## src/hw/rtl/utf8_column_text_wrap_core_macros.svh

```systemverilog
// ----------------------------------------------------------------------------
// Assertion macros for the UTF-8 column wrap core
// Clocked on i_clk, disabled while i_rst_n is low.
// ----------------------------------------------------------------------------
`ifndef UTF8_COLUMN_TEXT_WRAP_CORE_MACROS_SVH
`define UTF8_COLUMN_TEXT_WRAP_CORE_MACROS_SVH

// Same-cycle implication
`define UCW_ASSERT_NOW(label, ante, cons, msg) \
    label: assert property (@(posedge i_clk) disable iff (!i_rst_n) \
        (ante) |-> (cons)) else $error(msg);

// Next-cycle implication
`define UCW_ASSERT_NEXT(label, ante, cons, msg) \
    label: assert property (@(posedge i_clk) disable iff (!i_rst_n) \
        (ante) |=> (cons)) else $error(msg);

`endif

```

## src/hw/rtl/ucw_pkg.sv

```systemverilog
// ----------------------------------------------------------------------------
// ucw_pkg
// Types, constants and helpers for the UTF-8 column wrap core.
// ----------------------------------------------------------------------------
`default_nettype none

package ucw_pkg;

    localparam int unsigned BYTE_W   = 8;
    localparam int unsigned MAXW_W   = 8;
    localparam int unsigned TABW_W   = 5;
    localparam int unsigned COL_W    = 9;
    localparam int unsigned ROW_W    = 16;
    localparam int unsigned CNT_W    = 24;
    localparam int unsigned CFG_IDX_W = 2;

    localparam logic [BYTE_W-1:0] CHR_NUL = 8'h00;
    localparam logic [BYTE_W-1:0] CHR_TAB = 8'h09;
    localparam logic [BYTE_W-1:0] CHR_LF  = 8'h0A;
    // top two bits of a continuation byte
    localparam logic [1:0]        CONT_TAG = 2'b10;

    localparam logic [COL_W-1:0]  COL_MAX = '1;
    localparam logic [ROW_W-1:0]  ROW_MAX = '1;
    localparam logic [CNT_W-1:0]  CNT_MAX = '1;

    localparam logic [CFG_IDX_W-1:0] REG_WRAP_LIMIT = 2'd0;
    localparam logic [CFG_IDX_W-1:0] REG_TAB_STEP   = 2'd1;

    localparam logic [MAXW_W-1:0] WRAP_LIMIT_RST = 8'd0;
    localparam logic [TABW_W-1:0] TAB_STEP_RST   = 5'd1;
    localparam logic [ROW_W-1:0]  ROWS_RST       = 16'd1;

    typedef struct packed {
        logic [BYTE_W-1:0] out_byte;
        logic              last;
        logic [ROW_W-1:0]  rows;
        logic [CNT_W-1:0]  cps;
        logic [CNT_W-1:0]  bytes;
    } t_result;

    function automatic logic [ROW_W-1:0] sat_inc_row(input logic [ROW_W-1:0] v);
        return (v == ROW_MAX) ? v : v + 1'b1;
    endfunction

    function automatic logic [CNT_W-1:0] sat_inc_cnt(input logic [CNT_W-1:0] v);
        return (v == CNT_MAX) ? v : v + 1'b1;
    endfunction

endpackage

`default_nettype wire

```

## src/hw/rtl/utf8_column_text_wrap_core.sv

```systemverilog
// A result is registered: in the skid entry if the output register is stalled.
// One byte per cycle while the skid entry is free; a byte that needs an
// inserted newline is held off while the newline goes out first.
// The output register plus one skid entry decouple the input from o_out ready.
// Reset (synchronous, i_rst_n low) clears codepoint and byte counts, column,
// hold flag and valids, sets rows to 1, loads wrap limit 0 and tab step 1.
// ----------------------------------------------------------------------------
// utf8_column_text_wrap_core
// Hard line wrap at a configurable column (wrap limit 0 disables it) over a
// UTF-8 byte stream with running row, codepoint and byte counts.
// ----------------------------------------------------------------------------
`default_nettype none

`include "utf8_column_text_wrap_core_macros.svh"

module utf8_column_text_wrap_core (
    input  wire logic                               i_clk,
    input  wire logic                               i_rst_n,
    // configuration
    input  wire logic                               i_cfg_valid,
    output logic                                    o_cfg_ready,
    input  wire logic [ucw_pkg::CFG_IDX_W-1:0]      i_cfg_index,
    input  wire logic [ucw_pkg::BYTE_W-1:0]         i_cfg_data,
    // input bytes
    input  wire logic                               i_in_valid,
    output logic                                    o_in_ready,
    input  wire logic [ucw_pkg::BYTE_W-1:0]         i_in_byte,
    // results
    output logic                                    o_out_valid,
    input  wire logic                               i_out_ready,
    output logic [ucw_pkg::BYTE_W-1:0]              o_out_byte,
    output logic                                    o_last_of_run,
    output logic [ucw_pkg::ROW_W-1:0]               o_row_count,
    output logic [ucw_pkg::CNT_W-1:0]               o_codepoint_count,
    output logic [ucw_pkg::CNT_W-1:0]               o_byte_count
);

    logic [ucw_pkg::MAXW_W-1:0] r_wrap_limit;
    logic [ucw_pkg::TABW_W-1:0] r_tab_step;

    logic [ucw_pkg::COL_W-1:0]  r_column, n_column;
    logic [ucw_pkg::ROW_W-1:0]  r_rows, n_rows;
    logic [ucw_pkg::CNT_W-1:0]  r_cps, n_cps;
    logic [ucw_pkg::CNT_W-1:0]  r_bytes, n_bytes;
    logic                       r_wrap_done, n_wrap_done;

    ucw_pkg::t_result r_out, r_skid, n_res;
    logic             r_out_valid, r_skid_valid;

    logic             w_is_term, w_is_cont, w_is_lf, w_is_tab, w_insert, w_produce;
    logic [ucw_pkg::COL_W:0] w_col_sum;

    // ---------------------------------------------------------------- config
    assign o_cfg_ready = 1'b1;

    always_ff @(posedge i_clk) begin
        if (!i_rst_n) begin
            r_wrap_limit <= ucw_pkg::WRAP_LIMIT_RST;
            r_tab_step   <= ucw_pkg::TAB_STEP_RST;
        end else if (i_cfg_valid) begin
            unique case (i_cfg_index)
                ucw_pkg::REG_WRAP_LIMIT: r_wrap_limit <= i_cfg_data;
                ucw_pkg::REG_TAB_STEP:   r_tab_step <= i_cfg_data[ucw_pkg::TABW_W-1:0];
                default: ;
            endcase
        end
    end

    // ------------------------------------------------------------ byte decode
    assign w_is_term = (i_in_byte == ucw_pkg::CHR_NUL);
    assign w_is_cont = (i_in_byte[7:6] == ucw_pkg::CONT_TAG);
    assign w_is_lf   = (i_in_byte == ucw_pkg::CHR_LF);
    assign w_is_tab  = (i_in_byte == ucw_pkg::CHR_TAB);

    // A held byte that already got its newline must not wrap again.
    assign w_insert = !w_is_term && !w_is_cont && !w_is_lf && !r_wrap_done
                    && (r_wrap_limit != '0)
                    && (r_column >= {1'b0, r_wrap_limit});

    // a result is produced whenever the input is valid and the skid is free
    assign w_produce  = i_in_valid && !r_skid_valid;
    assign o_in_ready = !r_skid_valid && !w_insert;

    assign w_col_sum = {1'b0, r_column}
                     + (w_is_tab ? (ucw_pkg::COL_W+1)'(r_tab_step)
                                 : (ucw_pkg::COL_W+1)'(1));

    always_comb begin
        n_column    = r_column;
        n_rows      = r_rows;
        n_cps       = r_cps;
        n_bytes     = ucw_pkg::sat_inc_cnt(r_bytes);
        n_wrap_done = 1'b0;
        n_res.out_byte = i_in_byte;
        n_res.last     = 1'b1;

        if (w_insert) begin
            n_rows         = ucw_pkg::sat_inc_row(r_rows);
            n_cps          = ucw_pkg::sat_inc_cnt(r_cps);
            n_column       = ucw_pkg::COL_W'(1);
            n_wrap_done    = 1'b1;
            n_res.out_byte = ucw_pkg::CHR_LF;
            n_res.last     = 1'b0;
        end else if (!w_is_term && !w_is_cont) begin
            n_cps = ucw_pkg::sat_inc_cnt(r_cps);
            if (w_is_lf) begin
                n_rows   = ucw_pkg::sat_inc_row(r_rows);
                n_column = '0;
            end else if (r_wrap_done) begin
                // byte after its inserted newline sits in column 1, no advance
                n_column = r_column;
            end else if (w_col_sum > (ucw_pkg::COL_W+1)'(ucw_pkg::COL_MAX)) begin
                n_column = ucw_pkg::COL_MAX;
            end else begin
                n_column = w_col_sum[ucw_pkg::COL_W-1:0];
            end
        end

        n_res.rows  = n_rows;
        n_res.cps   = n_cps;
        n_res.bytes = n_bytes;

        // terminator: result counts it in bytes only, then state restarts
        if (w_is_term) begin
            n_column = '0;
            n_rows   = ucw_pkg::ROWS_RST;
            n_cps    = '0;
            n_bytes  = '0;
        end
    end

    always_ff @(posedge i_clk) begin
        if (!i_rst_n) begin
            r_column    <= '0;
            r_rows      <= ucw_pkg::ROWS_RST;
            r_cps       <= '0;
            r_bytes     <= '0;
            r_wrap_done <= 1'b0;
        end else if (w_produce) begin
            r_column    <= n_column;
            r_rows      <= n_rows;
            r_cps       <= n_cps;
            r_bytes     <= n_bytes;
            r_wrap_done <= n_wrap_done;
        end
    end

    // ------------------------------------------------- output register + skid
    always_ff @(posedge i_clk) begin
        if (!i_rst_n) begin
            r_out_valid  <= 1'b0;
            r_skid_valid <= 1'b0;
        end else if (w_produce) begin
            if (!r_out_valid || i_out_ready) begin
                r_out_valid <= 1'b1;
            end else begin
                r_skid_valid <= 1'b1;
            end
        end else if (i_out_ready) begin
            r_out_valid  <= r_skid_valid;
            r_skid_valid <= 1'b0;
        end
    end

    always_ff @(posedge i_clk) begin
        if (w_produce) begin
            if (!r_out_valid || i_out_ready) begin
                r_out <= n_res;
            end else begin
                r_skid <= n_res;
            end
        end else if (i_out_ready && r_skid_valid) begin
            r_out <= r_skid;
        end
    end

    assign o_out_valid       = r_out_valid;
    assign o_out_byte        = r_out.out_byte;
    assign o_last_of_run     = r_out.last;
    assign o_row_count       = r_out.rows;
    assign o_codepoint_count = r_out.cps;
    assign o_byte_count      = r_out.bytes;

    // ------------------------------------------------------------ assertions
    `UCW_ASSERT_NOW(a_skid_needs_out, r_skid_valid, r_out_valid,
        "skid entry held while output register empty")
    `UCW_ASSERT_NEXT(a_insert_marks_hold, w_produce && w_insert, r_wrap_done,
        "inserted newline did not mark the held byte")
    `UCW_ASSERT_NEXT(a_accept_clears_hold, i_in_valid && o_in_ready, !r_wrap_done,
        "hold flag survived a byte transfer")
    `UCW_ASSERT_NOW(a_nonlast_is_lf, r_out_valid && !r_out.last,
        r_out.out_byte == ucw_pkg::CHR_LF,
        "non-final result is not an inserted newline")
    `UCW_ASSERT_NOW(a_rows_nonzero, 1'b1, r_rows != '0,
        "row count dropped to zero")

endmodule

`default_nettype wire
```

## config.mk

```make
export PLATFORM = sky130hd
export DESIGN_NAME = utf8_column_text_wrap_core
export DESIGN_NICKNAME = d
export VERILOG_FILES = /design/src/hw/rtl/ucw_pkg.sv /design/src/hw/rtl/utf8_column_text_wrap_core.sv
export VERILOG_INCLUDE_DIRS = /design/src /design/src/hw/rtl
export SDC_FILE = /design/constraint.sdc
export NUM_CORES = 1
export LEC_CHECK = 0
export ABC_AREA = 1
export BUFFER_PORTS_ARGS = -buffer_cell sky130_fd_sc_hd__buf_2
export CORE_AREA = 5 5 224 226
export DETAILED_ROUTE_END_ITERATION = 10
export DIE_AREA = 0 0 229 231
export GPL_TIMING_DRIVEN = 0
export SYNTH_ARGS = -nofsm -noshare
export SYNTH_HDL_FRONTEND = slang
export SYNTH_SLANG_ARGS = --single-unit
```

## constraint.sdc

```tcl
create_clock -name i_clk -period 4.72 [get_ports i_clk]
set_input_delay 0.944 -clock i_clk [delete_from_list [all_inputs] [get_ports i_clk]]
set_output_delay 0.944 -clock i_clk [all_outputs]
set_load 0.01 [all_outputs]
```

# Yosys cells after proc, flatten, opt, wreduce, memory -nomap -nowiden
# Index checks and enable logic that the tools add are counted.
# Widths: inputs -> output; s select.
# classes
n_addsub,4
order_cmp,2
n_eq_ne,10
mux,29
n_bitwise,1
n_reduce_logical,29
# ops
cell,count
$mux 73,3
$mux 24,6
$mux 16,5
$mux 9,7
$add 24x1->24 const B,2
$eq 24x24->1 const B,2
$add 16x1->16 const B,1
$eq 16x16->1 const B,1
$eq 8x4->1 const B,2
$reduce_and 2->1,6
$add 9x5->10,1
$gt 10x9->1 const B,1
$ge 9x8->1,1
$logic_and 1x1->1,8
$logic_not 8->1,1
$reduce_bool 8->1,1
$logic_not 1->1,7
$mux 1,7
$mux 5,1
$ne 4x1->1 const B,1
$reduce_bool 2->1,2
$reduce_and 3->1,1
$reduce_bool 3->1,1
$eq 2x1->1 const B,1
other kinds (6),6
# totals
ff_bits,235
input_bits,23
output_inout_bits,76
elab_cells,94

# Logic depth before layout (Yosys ltp)
# logic_depth
word_depth,10
depth_mapped,18

# Worst setup path before layout
# Ideal clock, no wire load.
# synth_timing
path_kind,input -> register
startpoint,input i_in_valid
endpoint,register r_out (netlist bit o_byte_count[0]) (enable)
setup_time_ns,0.505
t_arrival_ns,4.437
slack_ns,-0.222
cell_stages,5
n_path_buf,1
path_cell_list,nand2_1 > clkbuf_1 > o21ai_0 > inv_1 > nor2_1
# synth_via
elab_chain_len,3
# synth_lines
element,line_no,text
"start, declared",utf8_column_text_wrap_core.sv:25,"input wire logic i_in_valid,"
$logic_and 1x1->1 (*),utf8_column_text_wrap_core.sv:81,assign w_produce = i_in_valid && !r_skid_valid;
$ne 2x1->1 (no line) / $reduce_bool 2->1 (equally long branches),--,
$reduce_and 2->1 (no line) (*),--,
"end signal, assigned",utf8_column_text_wrap_core.sv:168,r_out <= n_res;
"end signal, assigned",utf8_column_text_wrap_core.sv:173,r_out <= r_skid;
"end, declared",utf8_column_text_wrap_core.sv:47,"ucw_pkg::t_result r_out, r_skid, n_res;"
# Every way passes the cells marked *; elsewhere a longest branch is shown, timed or not.
# A chain may end at the register's enable or synchronous reset.

# Worst setup path after layout
# layout_timing
startpoint,input i_in_byte[2] (netlist name)
endpoint,output o_in_ready
# layout_via
elab_chain_len,9
# layout_lines
element,line_no,text
"start, declared",utf8_column_text_wrap_core.sv:27,"input wire logic [ucw_pkg::BYTE_W-1:0] i_in_byte,"
$logic_not 8->1,utf8_column_text_wrap_core.sv:70,assign w_is_term = (i_in_byte == ucw_pkg::CHR_NUL);
$logic_not 1->1,utf8_column_text_wrap_core.sv:76,assign w_insert = !w_is_term && !w_is_cont && !w_is_lf && !r_wrap_done
$logic_and 1x1->1,utf8_column_text_wrap_core.sv:76,
$logic_and 1x1->1 (*) (2 in series),utf8_column_text_wrap_core.sv:76,
$logic_and 1x1->1 (*),utf8_column_text_wrap_core.sv:77,&& (r_wrap_limit != '0)
$logic_and 1x1->1 (*),utf8_column_text_wrap_core.sv:78,"&& (r_column >= {1'b0, r_wrap_limit});"
$logic_not 1->1 (*),utf8_column_text_wrap_core.sv:82,assign o_in_ready = !r_skid_valid && !w_insert;
$logic_and 1x1->1 (*),utf8_column_text_wrap_core.sv:82,
"end, declared",utf8_column_text_wrap_core.sv:26,"output logic o_in_ready,"
# Marks and branches as above.

==> impl_metrics.env <==
export IMPL_finalNetCount=1616
export IMPL_critical_path_arrival_ps=2490
export IMPL_run_status="complete, no violations"
export IMPL_synthTopCellsByCount="555 x nand2_1, 146 x edfxtp_1, 108 x nand3_1"
export IMPL_hpwl_mm=24.4
export IMPL_p_clk_frac=0.415
export IMPL_clk_insertion_delay_late_ps=560
export IMPL_syn_area_um2=11800
export IMPL_slew_violations=0
export IMPL_place_area_um2=13200
export IMPL_via_per_inst=4.45
export IMPL_fin_crit_sh=0.727
export IMPL_hold_viol_final=0
export IMPL_synth_warnings=0
export IMPL_drive_gt1_frac=0.149
export IMPL_grt_pass1_wl_mm=52.0
export IMPL_stdcell_area_um2=14000
export IMPL_num_vias=9867
export IMPL_die_area_um2=52900
export IMPL_min_delay_start="r_tab_step[4]"
export IMPL_switching_share=0.252
export IMPL_cts_max_level=1
export IMPL_yosys_area_top_type_share=0.371
export IMPL_rows=81
export IMPL_async_reset_ff_frac=0
export IMPL_fin_ws_ps=1290
export IMPL_synthToLayoutAreaGrowth_pct=18.7
export IMPL_fp_coreArea_um2=48100
export IMPL_drc=0
export IMPL_die_y_um=231
export IMPL_synthesis_nets=1485
export IMPL_post_drt_wl_per_cell_um=14.5
export IMPL_start_util=0.245
export IMPL_synth_cell_types=47
export IMPL_antenna_left=0
export IMPL_cts_tree="built"
export IMPL_drt_pass1_iter_count=6
export IMPL_drt_wl_total_mm=32.2
export IMPL_io_pins=99
export IMPL_track_usage=0.119
export IMPL_comb_power_share=0.094
export IMPL_synth_cells=1445
export IMPL_synth_most_common_cell="nand2_1"
export IMPL_cp_startpoint="i_in_byte[2]"
export IMPL_die_w_um=229
export IMPL_p_seq_frac=0.491
export IMPL_skew_ps=15.4
export IMPL_total_power_mw=4.73
export IMPL_cp_required_ps=3780
export IMPL_worst_pin_slew_ps=754
export IMPL_cp_end_kind="output pin"
export IMPL_grt_pass1_vias=9634
export IMPL_synth_top_area_cell="edfxtp_1"
export IMPL_cp_start_kind="input pin"
export IMPL_grt_overflow_total=0
export IMPL_intPower_mw=3.54
export IMPL_cp_max_fo=10
export IMPL_synth_yosys_seq_area_share=0.522
export IMPL_power_density_nw_per_um2=337
export IMPL_maxCapViolCount=0
export IMPL_synth_edff_count=146
export IMPL_cts_root_buf="clkbuf_16"
export IMPL_cts_buffers_inserted=27
export IMPL_period_needed_ps=3430
export IMPL_cts_setup_buffers=0
export IMPL_ir_worst_vdd_mv=0.254
export IMPL_drtIter0Drc=602
export IMPL_ys_ff_latch=235
export IMPL_max_freq_mhz=291
export IMPL_p_leak_nw=5.54
export IMPL_grt_setup_unrepaired="no"
export IMPL_cts_resized=0
export IMPL_fin_hold_ws_ps=461
export IMPL_utilization=0.291
export IMPL_synth_main_ff_cell="edfxtp_1"
export IMPL_syn_avg_cell_area_um2=8.18
export IMPL_relSlewSlack=0.497
export IMPL_grt_start_max_net_pins=30
export IMPL_port_buffers=97
export IMPL_p_switching_mw=1.19
export IMPL_worstSetupPathType="input pin to output pin"
export IMPL_hp_class="flop to flop"
export IMPL_synth_area_leaders="edfxtp_1 37%, nand2_1 18%, dfxtp_1 15%"
export IMPL_reg2reg_from="r_column[7]"
export IMPL_antenna_found_initial=0
export IMPL_clk_path_buf_depth=3
export IMPL_setup_viol_count_final=0
export IMPL_cts_sinks=235
export IMPL_ctsHoldBuffers=0
export IMPL_place_ws_ps=636
export IMPL_insertedDiodeCount=0
export IMPL_gp_congestion=0.877
export IMPL_path_clk_slew_ps=50
flip-flops by register name, summed over array words and instances, names as in the netlist:
name,count
r_skid,73
o_byte_count,24
o_codepoint_count,24
r_bytes,24
r_cps,24
o_row_count,16
r_rows,16
r_column,9
o_out_byte,8
r_wrap_limit,8
r_tab_step,5
o_last_of_run,1
o_out_valid,1
r_skid_valid,1
r_wrap_done,1
power by group through the flow:
stage / registers [mW] / logic, mW / clock network [mW]
finish: 2.32 / 0.445 / 1.97
global route: 2.33 / 0.497 / 2.11
CTS: 2.33 / 0.455 / 2.04
detailed placement: 2.37 / 0.452 / 0
global placement: 2.37 / 0.436 / 0
floorplan: 2.39 / 0.228 / 0
stage by stage:
| step | cells | setup TNS (ps) |
|---|---|---|
| floorplan | 1445 | 0 |
| finish | 2218 | 0 |
| detailed placement | 2169 | 0 |
| CTS | 2218 | 0 |
| global route | 2218 | 0 |
| global placement | 2164 | -76250 |
worst paths after layout:
check                    to  slack (ps)  cells past startpoint
max reg2reg  o_row_count[0]        2340                     11
min reg2reg   r_tab_step[4]         460                      2
min           r_tab_step[4]         460                      2
max              o_in_ready        1290                     10
cells by family (layout without fill, tap and decap cells):
kind of cell / count (synthesis) / after routing / share of synthesized area
and+or+nand+nor: 856 / 856 / 0.318
DFF: 235 / 235 / 0.522
buffers and inverters: 168 / 319 / 0.0559
AOI/OAI and AO/OA: 142 / 142 / 0.0647
xor gates and xnor gates: 25 / 25 / 0.0192
adders and majority gates: 17 / 17 / 0.0186
other: 1 / 1 / 0.000317
muxes: 1 / 1 / 0.000847
critical path, cell delays in order:
cell and delay, ps:
buf_2 110, nor2_1 150, nand3_2 120, o21ai_2 300
nor2_1 90, nand2_1 150, inv_2 40, buf_2 200
nor2_1 200, buf_2 180
routing by layer:
metal	part of all wire	vias to the layer above	wire, um	GRT usage
met3	0.043	37	1390	0.0209
met1	0.46	4636	14900	0.157
li1	-	5005	-	-
met5	0	-	0	0
met2	0.48	189	15300	0.208
met4	0.019	0	624	0.0237
cell type report:
| class | instances | area [um2] |
|---|---|---|
| fill | 5133 | 34100 |
| sequential | 235 | 6170 |
| multi-input combinational | 1042 | 5000 |
| tap | 622 | 778 |
| clock buffer | 38 | 757 |
| timing repair buffer | 102 | 586 |
| inverter | 113 | 424 |
| buffer | 55 | 236 |
| clock inverter | 11 | 77.6 |
cells in the final DEF (no fill, tap or decap), types with 4 or more instances in the layout:
cell type / n
nor3_2: 5
clkbuf_16: 27
inv_1: 97
edfxtp_1: 146
dfxtp_1: 89
nand2_1: 555
xor2_1: 18
nor3_1: 13
xnor2_1: 6
inv_2: 15
buf_12: 5
clkbuf_8: 4
o21ai_0: 27
nand3_1: 108
ha_1: 16
nor2_1: 77
nand4_1: 24
nand3b_1: 6
buf_2: 106
a21oi_1: 87
o21ai_1: 11
or2_0: 5
nor2_4: 9
clkinv_1: 5
nand3_2: 11
buf_1: 10
clkbuf_1: 40
nor2_2: 6
nand2_2: 13
and2_1: 4
o21ai_2: 10
or2_2: 8
No activity file was read; power rests on OpenSTA's default activity.
